==> config.mk <==
export PLATFORM = sky130hd
export DESIGN_NAME = pbc_csr
export DESIGN_NICKNAME = d
export VERILOG_FILES = /design/src/hw/rtl/point_box_clusterer_defines.svh /design/src/hw/rtl/pbc_pkg.sv /design/src/hw/rtl/pbc_csr.sv
export SDC_FILE = /design/constraint.sdc
export NUM_CORES = 1
export LEC_CHECK = 0
export ABC_AREA = 1
export BUFFER_PORTS_ARGS = -buffer_cell sky130_fd_sc_hd__buf_2
export CELL_PAD_IN_SITES_DETAIL_PLACEMENT = 1
export CELL_PAD_IN_SITES_GLOBAL_PLACEMENT = 1
export CORE_ASPECT_RATIO = 0.8
export CORE_MARGIN = 8
export CORE_UTILIZATION = 30
export DETAILED_ROUTE_END_ITERATION = 12
export PLACE_DENSITY_LB_ADDON = 0.1
export SETUP_SLACK_MARGIN = 0.05
export SLEW_MARGIN = 20
export SYNTH_ARGS = -nofsm -noshare
export SYNTH_HDL_FRONTEND = slang
export SYNTH_SLANG_ARGS = --single-unit
==> constraint.sdc <==
create_clock -name clock -period 2 [get_ports clock]
set_input_delay 0.6 -clock clock [delete_from_list [all_inputs] [get_ports clock]]
set_output_delay 0.6 -clock clock [all_outputs]
set_load 0.05 [all_outputs]
==> src/hw/rtl/point_box_clusterer_defines.svh <==
// ----------------------------------------------------------------------------
// point_box_clusterer_defines
// Assertion macros used by the point box clusterer RTL.
// ----------------------------------------------------------------------------
// Both macros sample on clock and are disabled while reset is high.
`ifndef POINT_BOX_CLUSTERER_DEFINES_SVH
`define POINT_BOX_CLUSTERER_DEFINES_SVH

`ifndef NO_ASSERTIONS

// Same-cycle implication
`define PBC_ASSERT_IMPLIES(label, ante, cons) \
   label: assert property (@(posedge clock) disable iff (reset) (ante) |-> (cons)) \
      else $error("point_box_clusterer: same-cycle check failed");

// Next-cycle implication
`define PBC_ASSERT_NEXT(label, ante, cons) \
   label: assert property (@(posedge clock) disable iff (reset) (ante) |=> (cons)) \
      else $error("point_box_clusterer: next-cycle check failed");

`else

`define PBC_ASSERT_IMPLIES(label, ante, cons)
`define PBC_ASSERT_NEXT(label, ante, cons)

`endif

`endif

==> src/hw/rtl/pbc_pkg.sv <==
// ----------------------------------------------------------------------------
// pbc_pkg
// Types and constants shared by the point box clusterer modules.
// ----------------------------------------------------------------------------
package pbc_pkg;

   // Field widths
   localparam int unsigned POS_W       = 12;
   localparam int unsigned TAG_W       = 8;
   localparam int unsigned DIM_W       = 13;
   localparam int unsigned MARGIN_W    = 8;
   localparam int unsigned COUNT_W     = 16;
   localparam int unsigned BOX_INDEX_W = 7;

   // Stream and register port widths
   localparam int unsigned REQ_TDATA_W = 32;
   localparam int unsigned RSP_TDATA_W = 96;
   localparam int unsigned RSP_TUSER_W = 2;
   localparam int unsigned CSR_ADDR_W  = 4;
   localparam int unsigned CSR_DATA_W  = 32;

   // Register reset values
   localparam logic [MARGIN_W-1:0] MARGIN_RST       = 8'd8;
   localparam logic [DIM_W-1:0]    IMAGE_WIDTH_RST  = 13'd752;
   localparam logic [DIM_W-1:0]    IMAGE_HEIGHT_RST = 13'd480;
   localparam logic [COUNT_W-1:0]  BOX_CAPACITY_RST = 16'd240;

   // Register indexes (byte address divided by four)
   typedef enum logic [1:0] {
      REG_MARGIN       = 2'd0,
      REG_IMAGE_WIDTH  = 2'd1,
      REG_IMAGE_HEIGHT = 2'd2,
      REG_BOX_CAPACITY = 2'd3
   } pbc_reg_type;

   // Scan sequencer states
   typedef enum logic [1:0] {
      ST_IDLE,
      ST_SCAN,
      ST_OPEN
   } pbc_state_type;

   typedef struct packed {
      logic [MARGIN_W-1:0] margin;
      logic [DIM_W-1:0]    image_width;
      logic [DIM_W-1:0]    image_height;
      logic [COUNT_W-1:0]  box_capacity;
   } pbc_cfg_type;

   typedef struct packed {
      logic             start_frame;
      logic [POS_W-1:0] pos_x;
      logic [POS_W-1:0] pos_y;
      logic [TAG_W-1:0] time_tag;
   } pbc_item_type;

   // One box table entry
   typedef struct packed {
      logic [POS_W-1:0]   left;
      logic [DIM_W-1:0]   right;
      logic [POS_W-1:0]   top;
      logic [DIM_W-1:0]   bottom;
      logic [COUNT_W-1:0] count;
   } pbc_entry_type;

   // Placement decision handed from the scanner to the alignment stages
   typedef struct packed {
      logic                   found;
      logic                   opened;
      logic [BOX_INDEX_W-1:0] box_index;
      logic [POS_W-1:0]       pos_x;
      logic [POS_W-1:0]       pos_y;
      logic [TAG_W-1:0]       time_tag;
      logic [POS_W-1:0]       left;
      logic [DIM_W-1:0]       right;
      logic [POS_W-1:0]       top;
      logic [DIM_W-1:0]       bottom;
   } pbc_res_type;

   // Result beat fields
   typedef struct packed {
      logic                   accepted;
      logic                   opened_box;
      logic [BOX_INDEX_W-1:0] box_index;
      logic [POS_W-1:0]       rel_x;
      logic [POS_W-1:0]       rel_y;
      logic [TAG_W-1:0]       time_out;
      logic [DIM_W-1:0]       aligned_left;
      logic [DIM_W-1:0]       aligned_right;
      logic [DIM_W-1:0]       aligned_top;
      logic [DIM_W-1:0]       aligned_bottom;
   } pbc_out_type;

endpackage

==> src/hw/rtl/pbc_csr.sv <==
// ----------------------------------------------------------------------------
// pbc_csr
// Configuration registers behind an APB-style port.
// ----------------------------------------------------------------------------
module pbc_csr
   import pbc_pkg::*;
(
   input  logic                  clock,
   input  logic                  reset,
   input  logic                  csr_psel,
   input  logic                  csr_penable,
   input  logic                  csr_pwrite,
   input  logic [CSR_ADDR_W-1:0] csr_paddr,
   input  logic [CSR_DATA_W-1:0] csr_pwdata,
   output logic [CSR_DATA_W-1:0] csr_prdata,
   output logic                  csr_pready,
   output pbc_cfg_type           cfg
);

   pbc_cfg_type cfg_ff;
   pbc_reg_type reg_sel;
   logic        wr_en;

   assign reg_sel    = pbc_reg_type'(csr_paddr[CSR_ADDR_W-1:2]);
   assign wr_en      = csr_psel && csr_penable && csr_pwrite && csr_pready;
   assign csr_pready = 1'b1;
   assign cfg        = cfg_ff;

   // Write the selected register in the access phase
   always_ff @(posedge clock) begin
      if (reset) begin
         cfg_ff.margin       <= MARGIN_RST;
         cfg_ff.image_width  <= IMAGE_WIDTH_RST;
         cfg_ff.image_height <= IMAGE_HEIGHT_RST;
         cfg_ff.box_capacity <= BOX_CAPACITY_RST;
      end else if (wr_en) begin
         case (reg_sel)
            REG_MARGIN:       cfg_ff.margin       <= csr_pwdata[MARGIN_W-1:0];
            REG_IMAGE_WIDTH:  cfg_ff.image_width  <= csr_pwdata[DIM_W-1:0];
            REG_IMAGE_HEIGHT: cfg_ff.image_height <= csr_pwdata[DIM_W-1:0];
            REG_BOX_CAPACITY: cfg_ff.box_capacity <= csr_pwdata[COUNT_W-1:0];
            default: begin
            end
         endcase
      end
   end

   // Read back the selected register
   always_comb begin
      case (reg_sel)
         REG_MARGIN:       csr_prdata = CSR_DATA_W'(cfg_ff.margin);
         REG_IMAGE_WIDTH:  csr_prdata = CSR_DATA_W'(cfg_ff.image_width);
         REG_IMAGE_HEIGHT: csr_prdata = CSR_DATA_W'(cfg_ff.image_height);
         REG_BOX_CAPACITY: csr_prdata = CSR_DATA_W'(cfg_ff.box_capacity);
         default:          csr_prdata = '0;
      endcase
   end

endmodule

==> impl_metrics.csv, run 1 <==
group,metric,value,unit
critical_path,reg2reg_depth,2,
clock_tree,h-tree-depth,2,
clock_tree,numCtsBuffers,5,
hold_path,hold_depth,2,
logic_synthesis,yosys.area_share.xor_xnor,0,%
cells_and_area,drive_gt1_share,33.3,%
placed_design,dp_hpwl,6370,um
logic_synthesis,yosys_warnings,0,
critical_path,crit_path_max_fanout,6,
placed_design,port_buffers,88,
clock_tree,holdBufCountCts,0,
routing,wl_per_cell,15.4,um
critical_path,critPathCaptureType,"primary output",
global_route,grt_pass1_wl,14400,um
routing,dr.first_iter.drc_count,43,
outcome,violations,"negative setup slack",
clock_tree,clk_latency,0.30,ns
routing,routed_wl,9130,um
placed_design,dpl_cell_area,0.00313,mm^2
logic_synthesis,ys_seq_area_share,41.0,%
critical_path,r2r-start,"cfg[45]",
global_route,grt_max_degree,51,
logic_synthesis,synth.avg_cell_area,6.46,um^2
placed_design,numPlacedInstances,574,
critical_path,max_stage_delay,0.18,ns
global_route,first_global_vias,2753,
floorplanning,start_util,30.9,%
logic_synthesis,yosys.area.top_type,"dfxtp_1",
critical_path,startpoint_type,"input pin",
global_route,use_met1,19.5,%
timing,slew_headroom,49.0,%
global_route,top_usage_layer,"met2",
pwr,p_int,1.47,mW
cells_and_area,seqCellArea,0.00100,mm^2
cells_and_area,num-nets-final,523,
cells_and_area,final_cells,591,
logic_synthesis,synth_compound_area_share,0.205,%
timing,hold_slack,0.492,ns
critical_path,worst-path-buf-inv,4,
logic_synthesis,yosys.area_share.simple,45.5,%
timing,setup_viol_count_final,7,
pwr,seqPwrFrac,46.5,%
timing,rsz0062_at_grt,"true",
timing,setup_ws,-0.0429,ns
pwr,vdd_drop_max,278,uV
hold_path,min_from,"cfg[35]",
critical_path,critical_path_class,"in2out",
logic_synthesis,synth_top_family_by_area,"simple AND/OR/NAND/NOR gates",
global_route,grtUsageTotal,15.9,%
timing,fin_crit,2.04,ns
cells_and_area,largest_reg_flops,50,
floorplanning,ioPinCount,124,
cells_and_area,final_util,45.5,%
timing,fin_crit_sh,102,%
timing,drv_slew,0,
cells_and_area,multi_input_area,0.00133,mm^2
routing,drc,0,
hold_path,hold_end,"cfg[35]",
floorplanning,num_rows,29,
floorplanning,die_area,0.0113,mm^2
critical_path,r2r_end,"cfg[45]",
critical_path,r2r_slack,1.32,ns
logic_synthesis,synth-seq-cells,50,
global_route,grt_overflow,0,
logic_synthesis,netlist-cell-type-count,18,
logic_synthesis,ys.flop_type,"dfxtp_1",
timing,finalHoldViolations,0,
critical_path,crit_chain,"buf_12, buf_6, nor2_4, buf_12, nand2_2, nand4_1, buf_6",
logic_synthesis,synth_edf_count,0,
pwr,p_per_area,618,mW/mm^2
critical_path,arrival,1.44,ns
logic_synthesis,yosys-top-cells-count,"nand2_1 (117), nor2_1 (77), nand3_1 (55)",
clock_tree,cts_num_sinks,50,
critical_path,crit_required,1.40,ns
clock_tree,root_buffer,"clkbuf_8",
hold_path,hp-class,"reg2reg",
outcome,status,"complete, but fails checks",
pwr,pwr-share-comb,25.4,%
floorplanning,die_y,96.7,um
pwr,p_total,2.23,mW
logic_synthesis,synth_mux_area_share,0,%
global_route,grt_use_met2,27.9,%
critical_path,cp_top_family,"buffers and inverters",
routing,drt-pass1-iter-count,4,
logic_synthesis,synth_adder_area_share,0,%
global_route,antenna_found_initial,0,
cells_and_area,final.fill_count,1053,
critical_path,cp_slowest_cell,"buf_6",
clock_tree,clk_pin_slew,0.09,ns
logic_synthesis,async_flop_share,0,%
timing,tightest_slew,0.764,ns
pwr,p_leak,1.84,nW
logic_synthesis,synth_top_area_share,41.0,%
routing,drtAntennaViolNets,0,
floorplanning,die_x,117,um
logic_synthesis,yosysMostFrequentCell,"nand2_1",
logic_synthesis,synthTopCellsByArea,"dfxtp_1 (41%), nand2_1 (18%), nor2_1 (12%)",
global_route,use_met3,3.79,%
timing,finalClockSkew,0,ns
cells_and_area,postLayoutCellArea,0.00360,mm^2
routing,num_vias,2651,
job,cap_violations,0,
pwr,switchingPower,751,uW
pwr,p_sw_share,33.7,%
cells_and_area,area_growth,47.4,%
floorplanning,core_area,0.00791,mm^2
pwr,clockPowerShare,28.1,%
logic_synthesis,synth_cells,378,
clock_tree,cts_tree,"built",
logic_synthesis,synth_area,0.00244,mm^2
placed_design,gp_congestion,0.781,
routing,vias_per_cell,4.49,
clock_tree,clk_path_buf_depth,2,
cells_and_area,antennaDiodeCount,0,
timing,max_freq,490,MHz
==> final cells by class <==
cell class	count	area share, %
Clock buffer	7	2.40
Inverter	24	2.92
Clock inverter	1	0.139
Multi-Input combinational cell	283	36.9
Sequential cell	50	27.8
Timing Repair Buffer	118	26.1
Tap cell	108	3.75
==> worst reg2reg max path: cells and delay by family, from the launching register on <==
kind | cells | cell delay, ns
AOI/OAI and AO/OA | 1 | 0.10
DFF | 1 | 0.36
and+or+nand+nor | 1 | 0.10
==> kinds of logic after synthesis <==
kind of cell	Yosys count
AND/OR/NAND/NOR	265
other	2
flip-flops	50
buffers and inverters	60
AO/OA/AOI/OAI	1
==> worst max-delay path by stage <==
stage	slack, ns	endpoint	from	cells after the start
floorplan	0.009	csr_prdata[0]	csr_paddr[2]	5
global placement	-0.24	csr_prdata[1]	csr_paddr[3]	7
detailed placement	-0.24	csr_prdata[1]	csr_paddr[3]	7
CTS	-0.05	csr_prdata[6]	csr_paddr[2]	7
global route	-0.1	csr_prdata[1]	csr_paddr[2]	7
finish	-0.04	csr_prdata[1]	csr_paddr[2]	7
==> power by group through the flow <==
stage | sequential (mW) | clock, mW | combinational [mW]
after global routing | 1.04 | 0.703 | 0.604
after CTS | 1.03 | 0.656 | 0.542
after floorplan | 1.13 | 0 | 0.300
final | 1.04 | 0.625 | 0.565
after global placement | 1.06 | 0 | 0.484
after detailed placement | 1.06 | 0 | 0.490
==> per-stage QoR <==
step / worst slack, ns / TNS, ns
after floorplan: 0.00920 / 0
after detailed placement: -0.244 / -3.08
after global placement: -0.238 / -2.79
after CTS: -0.0492 / -0.310
after global routing: -0.0975 / -0.629
final: -0.0429 / -0.224
==> per-layer routing <==
| layer | part of all wire, % | wire length [um] |
|---|---|---|
| met1 | 43 | 3910 |
| met2 | 50 | 4600 |
| met3 | 6.3 | 575 |
| met4 | 0.48 | 44 |
| met5 | 0 | 0 |
==> what timing repair did <==
item / CTS / global route
setup endpoints to repair: 16 / 13
buffers inserted: 3 / 4
gates resized for setup: 50 / 28
cloned: 1 / 1
pin swaps: 2 / 7
==> cells in the final DEF (no fill, tap or decap), drive strengths merged <==
cell | netlist | routed
dfxtp | 50 | 50
clkbuf | 1 | 8
buf | 35 | 116
nor2 | 83 | 83
o21ai | 1 | 1
bufbuf | 0 | 1
inv | 24 | 24
clkinv | 0 | 1
conb | 2 | 17
nand4 | 8 | 8
nand3 | 56 | 56
nand2 | 118 | 118
(Power assumes the default switching activity.)
==> run 2, diff against run 1 <==
--- a/config.mk
+++ b/config.mk
@@ -5,13 +5,12 @@
 export SDC_FILE = /design/constraint.sdc
 export NUM_CORES = 1
 export LEC_CHECK = 0
-export ABC_AREA = 1
 export BUFFER_PORTS_ARGS = -buffer_cell sky130_fd_sc_hd__buf_2
 export CELL_PAD_IN_SITES_DETAIL_PLACEMENT = 1
 export CELL_PAD_IN_SITES_GLOBAL_PLACEMENT = 1
 export CORE_ASPECT_RATIO = 0.8
 export CORE_MARGIN = 8
-export CORE_UTILIZATION = 30
+export CORE_UTILIZATION = 33
 export DETAILED_ROUTE_END_ITERATION = 12
 export PLACE_DENSITY_LB_ADDON = 0.1
 export SETUP_SLACK_MARGIN = 0.05
==> run 2 against run 1 <==
  * Design area shrank 4.3%
  * Maximum frequency shrank 4.0%
  * The flow still finishes with violations (negative setup slack)
  * Synthesized cell count shrank 33%
  * Clock skew is the same
  * Sequential share of layout area grew 1.2 points
  * Core utilization grew 0.89 points
  * Register-to-register slack lost 0.07 ns
  * Non-clock buffer count shrank 14
  * Worst setup slack lost 0.086 ns
==> impl_metrics.csv, run 2 <==
group,metric,value,unit
critical_path,r2r_slack,1.25,ns
logic_synthesis,synthTopCellsByArea,"dfxtp_1 (40%), mux2i_1 (15%), nand2b_1 (9.2%)",
clock_tree,cts_tree,"built",
job,cap_violations,0,
timing,setup_viol_count_final,13,
clock_tree,cts_num_sinks,50,
routing,routed_wl,8070,um
outcome,violations,"negative setup slack",
clock_tree,root_buffer,"clkbuf_8",
global_route,grtUsageTotal,15.1,%
critical_path,crit_chain,"buf_12, buf_12, mux2_4, a22o_4, buf_8",
logic_synthesis,yosysMostFrequentCell,"dfxtp_1",
critical_path,r2r-start,"cfg[1]",
pwr,p_leak,1.59,nW
logic_synthesis,async_flop_share,0,%
routing,vias_per_cell,4.66,
cells_and_area,antennaDiodeCount,0,
floorplanning,start_util,34.0,%
critical_path,startpoint_type,"input pin",
logic_synthesis,netlist-cell-type-count,25,
global_route,antenna_found_initial,0,
placed_design,numPlacedInstances,438,
routing,drc,0,
clock_tree,clk_path_buf_depth,2,
clock_tree,h-tree-depth,2,
routing,drtAntennaViolNets,0,
pwr,p_per_area,587,mW/mm^2
floorplanning,ioPinCount,124,
timing,finalHoldViolations,0,
logic_synthesis,yosys-top-cells-count,"dfxtp_1 (50), mux2i_1 (38), nand2b_1 (37)",
hold_path,hold_end,"cfg[47]",
timing,fin_crit,2.13,ns
critical_path,worst-path-buf-inv,3,
critical_path,critical_path_class,"in2out",
cells_and_area,layout_commonest_cell,"buf_2",
logic_synthesis,ys.flop_type,"dfxtp_1",
routing,wl_per_cell,18.1,um
logic_synthesis,yosys.area.top_type,"dfxtp_1",
logic_synthesis,synth_cells,253,
timing,fin_crit_sh,106,%
global_route,grt_pass1_wl,12600,um
floorplanning,die_area,0.0107,mm^2
routing,num_vias,2077,
placed_design,dp_hpwl,6030,um
critical_path,max_stage_delay,0.30,ns
logic_synthesis,synth_edf_count,0,
timing,drv_slew,0,
timing,finalClockSkew,0,ns
floorplanning,die_y,94.3,um
critical_path,r2r_end,"cfg[1]",
logic_synthesis,synth-seq-cells,50,
hold_path,hold_depth,2,
routing,drt-pass1-iter-count,4,
critical_path,cp-startpoint,"csr_paddr[2]",
logic_synthesis,yosys_warnings,0,
cells_and_area,final_util,46.4,%
critical_path,crit_required,1.40,ns
timing,tns,-1.35,ns
hold_path,hp-class,"reg2reg",
cells_and_area,final_cells,446,
critical_path,cp_common_cell,"buf_12",
logic_synthesis,ys_seq_area_share,39.6,%
pwr,vdd_drop_max,302,uV
global_route,first_global_vias,2314,
cells_and_area,largest_reg_flops,50,
timing,max_freq,470,MHz
global_route,grt_max_degree,38,
logic_synthesis,synth_top_area_share,39.6,%
floorplanning,die_x,114,um
placed_design,port_buffers,88,
routing,dr.first_iter.drc_count,44,
critical_path,arrival,1.53,ns
global_route,grt_overflow,0,
critical_path,crit_path_max_fanout,7,
floorplanning,num_rows,28,
logic_synthesis,synth.avg_cell_area,9.98,um^2
outcome,status,"complete, but fails checks",
clock_tree,clk_pin_slew,0.08,ns
critical_path,cp_top_family,"buffers and inverters",
logic_synthesis,synth_area,0.00253,mm^2
cells_and_area,final.fill_count,868,
floorplanning,core_area,0.00743,mm^2
cells_and_area,num-nets-final,383,
timing,setup_ws,-0.128,ns
timing,rsz0062_at_grt,"true",
clock_tree,numCtsBuffers,5,
hold_path,min_from,"cfg[47]",
cells_and_area,area_growth,36.5,%
cells_and_area,final_cell_mix,"buf_2 (70), dfxtp_1 (50), mux2i_1 (38)",
critical_path,cp_slowest_cell,"mux2_4",
critical_path,critPathCaptureType,"primary output",
critical_path,reg2reg_depth,3,
placed_design,gp_congestion,0.701,
cells_and_area,drive_gt1_share,39.9,%
clock_tree,clk_latency,0.29,ns
## run 2: cell types whose count changed in the layout (fill, tap and decap cells not counted), sizes merged, moves of 20 or more
cell    delta
nand2    -116
nor2      -62
nand3     -54
mux2i     +38
nand2b    +37
inv       -24
o21ai     +20
## run 2: logic make-up after synthesis
kind of cell,synth area share [%]
simple gates,19.7
flops,39.6
compound gates,6.49
mux,24.4
other cells,0.297
buf+inv,9.51
## run 2: tightest hold or removal path: stages, from the launching register on
cell	delay, ns
dfxtp_1	0.33
nand2b_1	0.07
mux2i_1	0.05
## run 2: cell type report
class	instances	area, um^2	area share [%]
sequential	50	1000	29.0
tap	105	131	3.81
multi-input combinational	181	1420	41.1
clock buffer	6	82.6	2.39
timing repair buffer	104	815	23.6
## run 2: through the flow
| stage | power [mW] | hold slack, ns | cell area (um^2) | setup slack [ns] |
|---|---|---|---|---|
| after floorplan | 1.35 | 0.701 | 2690 | -0.0956 |
| after global placement | 1.42 | 0.474 | 3170 | -0.230 |
| after detailed placement | 1.43 | 0.480 | 3170 | -0.236 |
| after CTS | 2.05 | 0.502 | 3440 | -0.133 |
| after global routing | 2.10 | 0.517 | 3450 | -0.144 |
| final | 2.03 | 0.498 | 3450 | -0.128 |
## run 2: how the worst max path moves through the flow
| stage | end | cells past startpoint |
|---|---|---|
| 2_1_floorplan | csr_prdata[0] | 3 |
| 3_3_place_gp | csr_prdata[10] | 5 |
| 3_5_place_dp | csr_prdata[10] | 5 |
| 4_1_cts | csr_prdata[9] | 5 |
| 5_1_grt | csr_prdata[12] | 5 |
| 6_report | csr_prdata[12] | 5 |
## run 2: what timing repair did
| action | in CTS | in global routing |
|---|---|---|
| resized for setup | 48 | 1 |
| endpoints found under the hold margin | 0 | 0 |
| pin swaps | 5 | 4 |
| gates cloned | 1 | 0 |
| hold buffers | 0 | 0 |
| setup buffers | 2 | 0 |
| setup endpoints to repair | 16 | 15 |
## run 2: metal layers
layer,vias up,global-route usage (%),part of all wire (%)
met5,-,0,0
met1,1003,18.2,45
met3,6,4.56,6.3
met4,0,4.64,1.0
li1,1008,-,-
met2,60,25.5,47
## run 2: power breakdown
| part | switching, mW | total [mW] | internal, mW |
|---|---|---|---|
| logic | 0.275 | 0.419 | 0.143 |
| registers | 0.0102 | 1.02 | 1.01 |
| clock network | 0.321 | 0.589 | 0.268 |
