--- config.mk ---
export PLATFORM = sky130hd
export DESIGN_NAME = pbc_align
export DESIGN_NICKNAME = d
export VERILOG_FILES = /design/src/hw/rtl/point_box_clusterer_defines.svh /design/src/hw/rtl/pbc_pkg.sv /design/src/hw/rtl/pbc_align.sv
export SDC_FILE = /design/constraint.sdc
export NUM_CORES = 1
export LEC_CHECK = 0
export BUFFER_PORTS_ARGS = -buffer_cell sky130_fd_sc_hd__buf_2
export CAP_MARGIN = 5
export CORE_MARGIN = 2
export CORE_UTILIZATION = 46
export CTS_CLUSTER_SIZE = 40
export DETAILED_ROUTE_END_ITERATION = 7
export PLACE_DENSITY = 0.8
export SLEW_MARGIN = 15
export SYNTH_ARGS = -nofsm -noshare
export SYNTH_HDL_FRONTEND = slang
export SYNTH_SLANG_ARGS = --single-unit
--- constraint.sdc ---
create_clock -name clock -period 4.95 [get_ports clock]
set_input_delay 0.99 -clock clock [delete_from_list [all_inputs] [get_ports clock]]
set_output_delay 0.99 -clock clock [all_outputs]
set_load 0.01 [all_outputs]
--- src/hw/rtl/point_box_clusterer_defines.svh ---
// ----------------------------------------------------------------------------
// point_box_clusterer_defines
// Assertion macros used by the point box clusterer RTL.
// ----------------------------------------------------------------------------
// Both macros sample on clock and are disabled while reset is high.
`ifndef POINT_BOX_CLUSTERER_DEFINES_SVH
`define POINT_BOX_CLUSTERER_DEFINES_SVH

`ifndef NO_ASSERTIONS

// Same-cycle implication
`define PBC_ASSERT_IMPLIES(label, ante, cons) \
   label: assert property (@(posedge clock) disable iff (reset) (ante) |-> (cons)) \
      else $error("point_box_clusterer: same-cycle check failed");

// Next-cycle implication
`define PBC_ASSERT_NEXT(label, ante, cons) \
   label: assert property (@(posedge clock) disable iff (reset) (ante) |=> (cons)) \
      else $error("point_box_clusterer: next-cycle check failed");

`else

`define PBC_ASSERT_IMPLIES(label, ante, cons)
`define PBC_ASSERT_NEXT(label, ante, cons)

`endif

`endif

--- src/hw/rtl/pbc_pkg.sv ---
// ----------------------------------------------------------------------------
// pbc_pkg
// Types and constants shared by the point box clusterer modules.
// ----------------------------------------------------------------------------
package pbc_pkg;

   // Field widths
   localparam int unsigned POS_W       = 12;
   localparam int unsigned TAG_W       = 8;
   localparam int unsigned DIM_W       = 13;
   localparam int unsigned MARGIN_W    = 8;
   localparam int unsigned COUNT_W     = 16;
   localparam int unsigned BOX_INDEX_W = 7;

   // Stream and register port widths
   localparam int unsigned REQ_TDATA_W = 32;
   localparam int unsigned RSP_TDATA_W = 96;
   localparam int unsigned RSP_TUSER_W = 2;
   localparam int unsigned CSR_ADDR_W  = 4;
   localparam int unsigned CSR_DATA_W  = 32;

   // Register reset values
   localparam logic [MARGIN_W-1:0] MARGIN_RST       = 8'd8;
   localparam logic [DIM_W-1:0]    IMAGE_WIDTH_RST  = 13'd752;
   localparam logic [DIM_W-1:0]    IMAGE_HEIGHT_RST = 13'd480;
   localparam logic [COUNT_W-1:0]  BOX_CAPACITY_RST = 16'd240;

   // Register indexes (byte address divided by four)
   typedef enum logic [1:0] {
      REG_MARGIN       = 2'd0,
      REG_IMAGE_WIDTH  = 2'd1,
      REG_IMAGE_HEIGHT = 2'd2,
      REG_BOX_CAPACITY = 2'd3
   } pbc_reg_type;

   // Scan sequencer states
   typedef enum logic [1:0] {
      ST_IDLE,
      ST_SCAN,
      ST_OPEN
   } pbc_state_type;

   typedef struct packed {
      logic [MARGIN_W-1:0] margin;
      logic [DIM_W-1:0]    image_width;
      logic [DIM_W-1:0]    image_height;
      logic [COUNT_W-1:0]  box_capacity;
   } pbc_cfg_type;

   typedef struct packed {
      logic             start_frame;
      logic [POS_W-1:0] pos_x;
      logic [POS_W-1:0] pos_y;
      logic [TAG_W-1:0] time_tag;
   } pbc_item_type;

   // One box table entry
   typedef struct packed {
      logic [POS_W-1:0]   left;
      logic [DIM_W-1:0]   right;
      logic [POS_W-1:0]   top;
      logic [DIM_W-1:0]   bottom;
      logic [COUNT_W-1:0] count;
   } pbc_entry_type;

   // Placement decision handed from the scanner to the alignment stages
   typedef struct packed {
      logic                   found;
      logic                   opened;
      logic [BOX_INDEX_W-1:0] box_index;
      logic [POS_W-1:0]       pos_x;
      logic [POS_W-1:0]       pos_y;
      logic [TAG_W-1:0]       time_tag;
      logic [POS_W-1:0]       left;
      logic [DIM_W-1:0]       right;
      logic [POS_W-1:0]       top;
      logic [DIM_W-1:0]       bottom;
   } pbc_res_type;

   // Result beat fields
   typedef struct packed {
      logic                   accepted;
      logic                   opened_box;
      logic [BOX_INDEX_W-1:0] box_index;
      logic [POS_W-1:0]       rel_x;
      logic [POS_W-1:0]       rel_y;
      logic [TAG_W-1:0]       time_out;
      logic [DIM_W-1:0]       aligned_left;
      logic [DIM_W-1:0]       aligned_right;
      logic [DIM_W-1:0]       aligned_top;
      logic [DIM_W-1:0]       aligned_bottom;
   } pbc_out_type;

endpackage

--- src/hw/rtl/pbc_align.sv ---
// ----------------------------------------------------------------------------
// pbc_align
// Tile alignment of box bounds and the result output register.
// ----------------------------------------------------------------------------
module pbc_align
   import pbc_pkg::*;
#(
   parameter int unsigned TILE_W = 16,
   parameter int unsigned TILE_H = 16
) (
   input  logic        clock,
   input  logic        reset,
   input  pbc_cfg_type cfg,
   input  logic        res_valid,
   output logic        res_ready,
   input  pbc_res_type res,
   output logic        out_valid,
   input  logic        out_ready,
   output pbc_out_type out_beat
);

   // Reciprocal divide, exact for dividends below 2^DIV_N and tiles up to 64
   localparam int unsigned DIV_N  = 14;
   localparam int unsigned QSH    = DIV_N + 6;
   localparam int unsigned PROD_W = DIV_N + QSH + 1;
   localparam int unsigned MUL_W  = DIV_N + 7;
   localparam int unsigned RECIP_W = ((1 << QSH) + TILE_W - 1) / TILE_W;
   localparam int unsigned RECIP_H = ((1 << QSH) + TILE_H - 1) / TILE_H;

   logic              s1_vld_ff, out_vld_ff;
   pbc_res_type       s1_res_ff;
   logic [DIV_N-1:0]  ql_ff, qr_ff, qt_ff, qb_ff;
   pbc_out_type       out_ff, out_in;
   logic              load1, adv2;

   logic [DIV_N-1:0]  sum_r, sum_b;
   logic [PROD_W-1:0] prod_l, prod_r, prod_t, prod_b;
   logic [MUL_W-1:0]  al_full, ar_full, at_full, ab_full;
   logic [DIM_W-1:0]  al, ar_raw, at, ab_raw;

   assign adv2      = s1_vld_ff && (!out_vld_ff || out_ready);
   assign res_ready = !s1_vld_ff || adv2;
   assign load1     = res_valid && res_ready;
   assign out_valid = out_vld_ff;
   assign out_beat  = out_ff;

   // Stage 1: tile quotients of the edges (right and bottom rounded up)
   assign sum_r  = DIV_N'(res.right) + DIV_N'(TILE_W - 1);
   assign sum_b  = DIV_N'(res.bottom) + DIV_N'(TILE_H - 1);
   assign prod_l = PROD_W'(res.left) * PROD_W'(RECIP_W);
   assign prod_r = PROD_W'(sum_r) * PROD_W'(RECIP_W);
   assign prod_t = PROD_W'(res.top) * PROD_W'(RECIP_H);
   assign prod_b = PROD_W'(sum_b) * PROD_W'(RECIP_H);

   always_ff @(posedge clock) begin
      if (load1) begin
         s1_res_ff <= res;
         ql_ff     <= prod_l[QSH +: DIV_N];
         qr_ff     <= prod_r[QSH +: DIV_N];
         qt_ff     <= prod_t[QSH +: DIV_N];
         qb_ff     <= prod_b[QSH +: DIV_N];
      end
   end

   // Stage 2: back to pixels, clamp to the image, offset the point
   assign al_full = MUL_W'(ql_ff) * MUL_W'(TILE_W);
   assign ar_full = MUL_W'(qr_ff) * MUL_W'(TILE_W);
   assign at_full = MUL_W'(qt_ff) * MUL_W'(TILE_H);
   assign ab_full = MUL_W'(qb_ff) * MUL_W'(TILE_H);
   assign al      = al_full[DIM_W-1:0];
   assign ar_raw  = ar_full[DIM_W-1:0];
   assign at      = at_full[DIM_W-1:0];
   assign ab_raw  = ab_full[DIM_W-1:0];

   always_comb begin
      out_in          = '0;
      out_in.time_out = s1_res_ff.time_tag;
      if (s1_res_ff.found) begin
         out_in.accepted       = 1'b1;
         out_in.opened_box     = s1_res_ff.opened;
         out_in.box_index      = s1_res_ff.box_index;
         out_in.rel_x          = POS_W'({1'b0, s1_res_ff.pos_x} - al);
         out_in.rel_y          = POS_W'({1'b0, s1_res_ff.pos_y} - at);
         out_in.aligned_left   = al;
         out_in.aligned_right  = (ar_raw < cfg.image_width) ? ar_raw : cfg.image_width;
         out_in.aligned_top    = at;
         out_in.aligned_bottom = (ab_raw < cfg.image_height) ? ab_raw : cfg.image_height;
      end
   end

   always_ff @(posedge clock) begin
      if (adv2) begin
         out_ff <= out_in;
      end
   end

   // Stage occupancy
   always_ff @(posedge clock) begin
      if (reset) begin
         s1_vld_ff  <= 1'b0;
         out_vld_ff <= 1'b0;
      end else begin
         if (load1) begin
            s1_vld_ff <= 1'b1;
         end else if (adv2) begin
            s1_vld_ff <= 1'b0;
         end
         if (adv2) begin
            out_vld_ff <= 1'b1;
         end else if (out_ready) begin
            out_vld_ff <= 1'b0;
         end
      end
   end

endmodule

==> results.json, run 1 <==
{
  "clk_transition_reported_paths_ns": 0.07,
  "synth.area.top_cells": "edfxtp_1, ha_1, and2_1, mux2i_1, nand2_1",
  "globalplace.congestion": 0.815,
  "timing_worst_slew_pin_value_ns": 1.11,
  "floorplan.initialDensity": 0.468,
  "drt_first_pass_iters": 5,
  "layout-drive-gt1-share": 0.331,
  "floorplan.rows": 45,
  "detail-route-antenna-nets": 0,
  "clock.fmax_ghz": 0.354,
  "wire_length_of_the_first_global_routing_pass_um": 21700,
  "synth-warning-count": 0,
  "cts_num_sinks": 160,
  "timing.max_slew.rel_slack": 0.261,
  "maxSlewViolCount": 0,
  "worst_ir_drop_vdd_mv": 0.235,
  "crit_path_max_fanout": 13,
  "r2r-start": "qb_ff[6]",
  "finalInstanceArea_mm2": 0.00888,
  "root_buffer": "clkbuf_16",
  "cts.hold.buffers_added": 0,
  "r2r_slack_ns": 2.44,
  "place.port_buffers": 197,
  "min_from": "out_in[57]",
  "ys_seq_elements": 160,
  "final.period_utilization": 0.570,
  "path_class": "in2reg",
  "setup_tns_after_final_layout_ns": 0,
  "number_of_antenna_violations_at_the_first_check_in_global_routing": 0,
  "dpl_worst_slack_ns": 1.66,
  "avgRoutedWirePerCell_um": 15.3,
  "synthDominantCellAreaShare": 0.669,
  "core_mm2": 0.0151,
  "cp-start-kind": "primary input",
  "run_status": "completed",
  "crit_required_ns": 5.12,
  "cts-buffers-inserted": 17,
  "rsz_0062_raised_after_global_routing": "no",
  "antennaDiodeCount": 0,
  "synth-seq-area-share": 0.675,
  "instance_area_after_placement_mm2": 0.00824,
  "final.setup.worst_slack_ns": 2.13,
  "ctsHtreeMaxLevel": 4,
  "hp-class": "reg2reg",
  "die_height_um": 128,
  "finalNonFillerCells": 909,
  "route.final.wire_length_um": 13900,
  "hpwlAfterDp_um": 10100,
  "synth_area_mm2": 0.00709,
  "final_hold_viol_count": 0,
  "cts-resized-gates": 0,
  "routed_via_density": 5.00,
  "grt_overflow_total": 0,
  "clk-insertion-delay-late_ns": 0.42,
  "design.portCount": 240,
  "area_of_the_die_mm2": 0.0164,
  "grt_pass1_vias": 4527,
  "num-nets-final": 887,
  "flow.area_growth_from_synthesis_pct": 25.3,
  "fin_total_pwr_mw": 3.35,
  "post_synth_inst_count": 504,
  "maximum_number_of_pins_on_one_net_before_global_route_repair": 76,
  "globalRouteTotalUtil": 0.172,
  "drv_cap": 0,
  "vias": 4547,
  "hold_path_depth": 0,
  "detail_route.drc_violations": 0,
  "cts_setup_buffers": 0,
  "placed_instances": 877,
  "fin_worst_hold_slack_ns": 0.415,
  "setup_violations": 0,
  "critPathCaptureType": "register",
  "cp.arrival_ns": 3.00,
  "ctsLongestPathBuffers": 2,
  "syn_area_per_cell_um2": 14.1,
  "power_per_cell_area_mw_per_mm2": 377,
  "clock_skew_after_layout_ns": 0.00883,
  "cts_tree": "done",
  "reg2regPathDepth": 5,
  "fp.dieW_um": 128,
  "whs_endpoint": "out_beat[57]",
  "r2r_end": "out_beat[3]",
  "final_core_utilization": 0.586,
  "synth_top_area_cell": "edfxtp_1",
  "static-leakage-power_nw": 3.88,
  "layout_min_cycle_time_ns": 2.82,
  "dr.first_iter.drc_count": 252,
  "post_synth_cell_types": 45
}
cell type report:
| type | instances | area (µm²) |
|---|---|---|
| fillers | 1197 | 6260 |
| clock inverters | 12 | 181 |
| multi-input cells | 286 | 2040 |
| well taps | 188 | 235 |
| clock buffers | 20 | 457 |
| repair buffers | 200 | 1020 |
| inverters | 43 | 161 |
| flip-flops and latches | 160 | 4780 |
registers in the layout, indices dropped and copies added (netlist names):
signal     flops
out_in         8
s1_vld_ff      1
ql_ff          8
qt_ff          8
qr_ff          9
out_beat      83
qb_ff          9
s1_res_ff     33
out_valid      1
cells in the mapped netlist (all sizes together):
master and instances:
nor2 18, nor4b 1, nand2 53, mux2i 20
ha 32, nand4 6, and2 36, nor3b 4
buf 13, a21o 6, nand3 10, xor2 10
or4 4, nor3 4, a2111oi 2, edfxtp 158
o22ai 2, a31oi 4, nor2b 9, o2111ai 3
o21a 1, o41a 2, a21oi 8, and3 1
clkbuf 11, xnor2 10, nor4 1, and4b 1
conb 1, inv 43, nand3b 3, nand2b 2
o21ai 4, a41oi 1, o31ai 1, or3 4
a21boi 3, dfxtp 2, and3b 8, fa 2
layout by cell type (no fill, tap or decap), types with 4 or more instances in the layout:
master     count
a21o_1         6
a21oi_1        8
a31oi_1        4
and2_1        35
and3b_1        5
buf_2        197
bufinv_16      4
clkbuf_16     17
conb_1        10
edfxtp_1     158
ha_1          32
inv_1         43
mux2i_1       20
nand2_1       53
nand3_1       10
nand4_1        6
nor2_1        18
nor2b_1        8
nor3b_1        4
o21ai_0        4
or3_1          4
or4_1          4
xnor2_1       10
xor2_1        10
report_power, final:
| group | switching (mW) | internal (mW) |
|---|---|---|
| Sequential | 0.0262 | 1.59 |
| Clock | 0.517 | 0.876 |
| Combinational | 0.191 | 0.149 |
worst max-delay path by stage:
stage                             end  depth (start not counted)  startpoint  slack [ns]
final                     out_beat[3]                          7     cfg[26]        2.13
after global routing      out_beat[3]                          7     cfg[26]        2.00
after CTS                 out_beat[3]                          7     cfg[26]        2.10
after detailed placement  out_beat[3]                          7     cfg[26]        1.66
after global placement    out_beat[3]                          7     cfg[26]        1.72
after floorplan           out_beat[0]                          2   out_ready        1.29
worst max-delay path: stages:
cell,delay [ns]
buf_2,0.09
inv_1,0.04
ha_1,0.30
a21o_1,0.18
a21o_1,0.20
a2111oi_4,0.90
and3b_2,0.29
layer usage:
metal,GRT usage,share of wire
met2,0.307,0.54
met3,0.0434,0.051
met4,0.0743,0.022
met1,0.196,0.39
met5,0,0
cells by family after synthesis:
kind of cell	after synthesis	share of synthesized area
other cells	1	0.000529
flops	160	0.675
buf+inv	67	0.0429
simple gates	165	0.125
fa+ha+maj	34	0.0621
mux	20	0.0282
compound gates	37	0.0413
xor+xnor	20	0.0247
Power figures use the tool's default switching activity.
==> run 2, diff against run 1 <==
--- a/config.mk
+++ b/config.mk
@@ -5,13 +5,14 @@
 export SDC_FILE = /design/constraint.sdc
 export NUM_CORES = 1
 export LEC_CHECK = 0
+export ABC_AREA = 1
 export BUFFER_PORTS_ARGS = -buffer_cell sky130_fd_sc_hd__buf_2
 export CAP_MARGIN = 5
 export CORE_MARGIN = 2
-export CORE_UTILIZATION = 46
+export CORE_UTILIZATION = 51
 export CTS_CLUSTER_SIZE = 40
 export DETAILED_ROUTE_END_ITERATION = 7
-export PLACE_DENSITY = 0.8
+export PLACE_DENSITY = 0.84
 export SLEW_MARGIN = 15
 export SYNTH_ARGS = -nofsm -noshare
 export SYNTH_HDL_FRONTEND = slang
==> constraint.sdc (replaced) <==
create_clock -name clock -period 2.9 [get_ports clock]
set_input_delay 0.58 -clock clock [delete_from_list [all_inputs] [get_ports clock]]
set_output_delay 0.58 -clock clock [all_outputs]
set_load 0.01 [all_outputs]
==> results.json, run 2 <==
{
  "run_status": "completed",
  "post_synth_inst_count": 640,
  "clk-insertion-delay-late_ns": 0.42,
  "dpl_worst_slack_ns": 0.728,
  "grt_overflow_total": 0,
  "synth-seq-area-share": 0.660,
  "layout_min_cycle_time_ns": 1.98,
  "timing.max_slew.rel_slack": 0.624,
  "drt_first_pass_iters": 4,
  "final.setup.worst_slack_ns": 0.919,
  "rsz_0062_raised_after_global_routing": "no",
  "fillCellCount": 1077,
  "place.port_buffers": 197,
  "clock.fmax_ghz": 0.505,
  "core_mm2": 0.0139,
  "flow.area_growth_from_synthesis_pct": 25.4,
  "root_buffer": "clkbuf_16",
  "synth_top_area_cell": "edfxtp_1",
  "critPathCaptureType": "register",
  "globalRouteTotalUtil": 0.201,
  "synthArstFlopShare": 0,
  "num-nets-final": 1034,
  "design.portCount": 240,
  "setup_tns_after_final_layout_ns": 0,
  "antennaDiodeCount": 0,
  "ys_seq_elements": 160,
  "post_synth_most_frequent_cells": "edfxtp_1, inv_1, nand2_1, nor2_1, a21oi_1",
  "placed_instances": 1016,
  "die_height_um": 123,
  "largest_reg_flops": 83,
  "vias": 5082,
  "routed_via_density": 4.85,
  "route.final.wire_length_um": 15100,
  "cts.hold.buffers_added": 0,
  "cts_setup_buffers": 0,
  "setup_violations": 0,
  "detail_route.drc_violations": 0,
  "final.period_utilization": 0.683,
  "area.sequential_mm2": 0.00478,
  "static-leakage-power_nw": 4.41,
  "syn_area_per_cell_um2": 11.3,
  "fin_total_pwr_mw": 5.72,
  "r2r_slack_ns": 0.92,
  "post_synth_cell_types": 30,
  "timing_worst_slew_pin_value_ns": 0.564,
  "cp.arrival_ns": 2.15,
  "final_hold_viol_count": 0,
  "final_core_utilization": 0.655,
  "critical_path_buf_inv_count": 3,
  "worst_ir_drop_vdd_mv": 0.490,
  "clk_transition_reported_paths_ns": 0.06,
  "synth.area.top_cells": "edfxtp_1, inv_1, nand2_1, ha_1, nor2_1",
  "globalplace.congestion": 0.829,
  "fp.dieW_um": 123,
  "slowest_stage": "fa_1",
  "crit_path_max_fanout": 3,
  "cp-start-kind": "register",
  "finalNonFillerCells": 1048,
  "cts_tree": "done",
  "maxSlewViolCount": 0,
  "ctsLongestPathBuffers": 2,
  "synth-warning-count": 0,
  "synthDominantCellAreaShare": 0.654,
  "synth-edff-count": 158,
  "avgRoutedWirePerCell_um": 14.4,
  "dr.first_iter.drc_count": 316,
  "layout_commonest_cell": "buf_2",
  "maximum_number_of_pins_on_one_net_before_global_route_repair": 44,
  "number_of_antenna_violations_at_the_first_check_in_global_routing": 4,
  "cts-buffers-inserted": 17,
  "multi_input_comb_area_mm2": 0.00191,
  "clock_skew_after_layout_ns": 0.0127,
  "grt_pass1_vias": 4869,
  "synth.most_common_cell": "edfxtp_1",
  "detail-route-antenna-nets": 0,
  "floorplan.rows": 43,
  "finalInstanceArea_mm2": 0.00909,
  "hpwlAfterDp_um": 11200,
  "hp-class": "in2reg",
  "floorplan.initialDensity": 0.522,
  "cts_num_sinks": 160,
  "layout-drive-gt1-share": 0.293,
  "path_cells": "inv_1, ha_1, inv_1, fa_1, nand3_1, nand3_1, inv_1, nor2_1, nor2_1, nand2_1, nand2_1, nor2_1",
  "wire_length_of_the_first_global_routing_pass_um": 22700,
  "power_per_cell_area_mw_per_mm2": 629,
  "ctsHtreeMaxLevel": 4,
  "area_of_the_die_mm2": 0.0152,
  "fin_worst_hold_slack_ns": 0.324,
  "worst_path_dominant_cell_family": "adder cells",
  "synth_area_mm2": 0.00725,
  "yosys_most_used_dff": "edfxtp_1",
  "cts-resized-gates": 0,
  "crit_required_ns": 3.07,
  "path_class": "reg2reg",
  "most-common-layout-cells": "buf_2, edfxtp_1, inv_1",
  "instance_area_after_placement_mm2": 0.00847,
  "drv_cap": 0,
  "timing.critical_path.slowest_cell_delay_ns": 0.42
}
run 2: routing by layer:
metal	routed length [µm]	vias to the layer above	GRT usage
li1	-	2511	-
met1	5720	2336	0.228
met2	7850	209	0.359
met3	1310	20	0.0632
met4	200	6	0.0696
met5	47	-	0
run 2: path summary, 6_finish.rpt:
kind / from / endpoint / depth (start not counted)
worst max-delay path: s1_res_ff[62] / out_beat[70] / 12
worst min-delay path: reset / s1_vld_ff / 2
worst max register to register: s1_res_ff[62] / out_beat[70] / 12
worst min register to register: out_in[55] / out_beat[55] / 0
run 2: power by group:
part           total [mW]  internal, mW  switching, mW
sequential           2.76          2.71         0.0489
clock                2.34          1.44          0.895
combinational       0.622         0.240          0.382
total                5.72          4.39           1.33
run 2: logic make-up (layout without fill, tap and decap cells):
kind of cell	after synthesis	after routing	share of synthesized area
adder cells (fa/ha/maj)	34	34	0.0607
AND/OR/NAND/NOR	233	233	0.140
buffers and inverters	147	366	0.0827
flip-flops	160	160	0.660
other	1	10	0.000517
XOR/XNOR	12	12	0.0145
AO/OA/AOI/OAI	53	53	0.0414
run 2: area by class of cell:
type	count	share of cell area
inverters	130	0.0538
flip-flops and latches	160	0.526
well taps	180	0.0248
clock inverters	13	0.0206
repair buffers	204	0.117
clock buffers	19	0.0476
multi-input cells	342	0.210
==> run 3, diff against run 2 <==
==> constraint.sdc (replaced) <==
create_clock -name clock -period 2.1 [get_ports clock]
set_input_delay 0.42 -clock clock [delete_from_list [all_inputs] [get_ports clock]]
set_output_delay 0.42 -clock clock [all_outputs]
set_load 0.01 [all_outputs]
==> results.json, run 3 (synthesized netlist as in run 2, its figures left out) <==
{
  "run_status": "completed",
  "num-nets-final": 1034,
  "root_buffer": "clkbuf_16",
  "die_height_um": 123,
  "fp.dieW_um": 123,
  "globalplace.congestion": 0.837,
  "path_class": "reg2reg",
  "ctsLongestPathBuffers": 2,
  "final_hold_viol_count": 0,
  "design.portCount": 240,
  "area_of_the_die_mm2": 0.0152,
  "ctsHtreeMaxLevel": 4,
  "detail-route-antenna-nets": 0,
  "cts-buffers-inserted": 17,
  "grt_overflow_total": 0,
  "path_cells": "inv_1, ha_1, inv_1, fa_1, nand3_1, nand3_1, inv_1, nor2_1, nor2_1, nand2_1, nand2_1, nor2_1",
  "r2r_slack_ns": 0.20,
  "detail_route.drc_violations": 0,
  "r2r_end": "out_beat[70]",
  "placed_instances": 1016,
  "core_mm2": 0.0139,
  "floorplan.rows": 43,
  "clk_transition_reported_paths_ns": 0.06,
  "maximum_number_of_pins_on_one_net_before_global_route_repair": 70,
  "route.final.wire_length_um": 15000,
  "min_from": "reset",
  "r2r-start": "s1_res_ff[62]",
  "number_of_antenna_violations_at_the_first_check_in_global_routing": 4,
  "largest_reg_flops": 83,
  "place.port_buffers": 197,
  "cts_num_sinks": 160,
  "drt_first_pass_iters": 5,
  "cp-start-kind": "register",
  "fillCellCount": 1078,
  "hp-class": "in2reg",
  "finalNonFillerCells": 1051,
  "maxSlewViolCount": 0,
  "worst_ir_drop_vdd_mv": 0.649,
  "static-leakage-power_nw": 4.40,
  "floorplan.initialDensity": 0.522,
  "setup_violations": 0,
  "crit_path_max_fanout": 3,
  "wire_length_of_the_first_global_routing_pass_um": 23100,
  "whs_endpoint": "out_valid",
  "setup_tns_after_final_layout_ns": 0,
  "cp.arrival_ns": 2.08,
  "power_per_cell_area_mw_per_mm2": 847,
  "routed_via_density": 4.84,
  "timing.critical_path.slowest_cell_delay_ns": 0.40,
  "rsz_0062_raised_after_global_routing": "no",
  "most-common-layout-cells": "buf_2, edfxtp_1, inv_1",
  "clk-insertion-delay-late_ns": 0.42,
  "dr.first_iter.drc_count": 338,
  "drv_cap": 0,
  "reg2regPathDepth": 12,
  "grt_pass1_vias": 4849,
  "vias": 5086,
  "flow.area_growth_from_synthesis_pct": 25.4,
  "finalInstanceArea_mm2": 0.00909,
  "avgRoutedWirePerCell_um": 14.2,
  "hpwlAfterDp_um": 10800,
  "area.sequential_mm2": 0.00478,
  "layout_min_cycle_time_ns": 1.90,
  "multi_input_comb_area_mm2": 0.00192,
  "globalRouteTotalUtil": 0.203,
  "hold_path_depth": 2,
  "layout-drive-gt1-share": 0.295,
  "slowest_stage": "fa_1",
  "layout_commonest_cell": "buf_2",
  "crit_required_ns": 2.27,
  "critPathCaptureType": "register",
  "final.period_utilization": 0.906,
  "clock.fmax_ghz": 0.525,
  "cts-resized-gates": 0,
  "cts_setup_buffers": 0,
  "cts.hold.buffers_added": 0,
  "cts_tree": "done",
  "instance_area_after_placement_mm2": 0.00850,
  "clock_skew_after_layout_ns": 0.00595,
  "fin_total_pwr_mw": 7.70
}
==> run 3: changes by cell type in the layout (fill, tap and decap cells not counted), moves of 2 or more <==
| cell | change |
|---|---|
| diode_2 | +3 |
| clkbuf_8 | +3 |
| clkinv_4 | -3 |
| bufinv_16 | -2 |
==> run 3: layer usage <==
layer | wire, µm | up-vias | GRT usage
met1 | 5690 | 2333 | 0.230
met2 | 7650 | 205 | 0.352
met3 | 1320 | 28 | 0.0770
met5 | 11 | - | 0
met4 | 284 | 2 | 0.0689
li1 | - | 2518 | -
==> run 3: metrics by stage <==
stage	utilization	hold slack, ns	worst slack [ns]
3_5_place_dp	0.612	0.405	0.0996
6_report	0.655	0.164	0.196
5_1_grt	0.654	0.150	0.0728
3_3_place_gp	0.612	0.401	0.151
2_1_floorplan	-	0.400	-0.219
4_1_cts	0.654	0.148	0.214
==> run 3: area by class of cell <==
class                      instances  area share
clock inverter                     9      0.0118
antenna                            3    0.000826
timing repair buffer             204       0.118
inverter                         130      0.0541
clock buffer                      23      0.0526
multi-input combinational        342       0.211
tap                              180      0.0248
sequential                       160       0.526
==> run 3: critical path, delay by kind of cell (launching register included) <==
kind,cells,cell delay (ns)
AND/OR/NAND/NOR,7,0.55
buffers and inverters,3,0.22
adder cells (fa/ha/maj),2,0.53
flip-flops,1,0.35
==> run 3: worst max-delay path by stage <==
stage	startpoint	to	slack, ns
global placement	cfg[41]	out_beat[28]	0.15
floorplan	out_ready	out_beat[0]	-0.22
detailed placement	cfg[41]	out_beat[26]	0.1
CTS	s1_res_ff[62]	out_beat[70]	0.21
global route	qr_ff[8]	out_beat[36]	0.07
finish	s1_res_ff[62]	out_beat[70]	0.20
==> run 3: report_power, final <==
group	total (mW)	switching [mW]	internal, mW
Sequential	3.80	0.0638	3.74
Clock	3.03	1.18	1.84
Combinational	0.865	0.530	0.335
Total	7.70	1.78	5.92
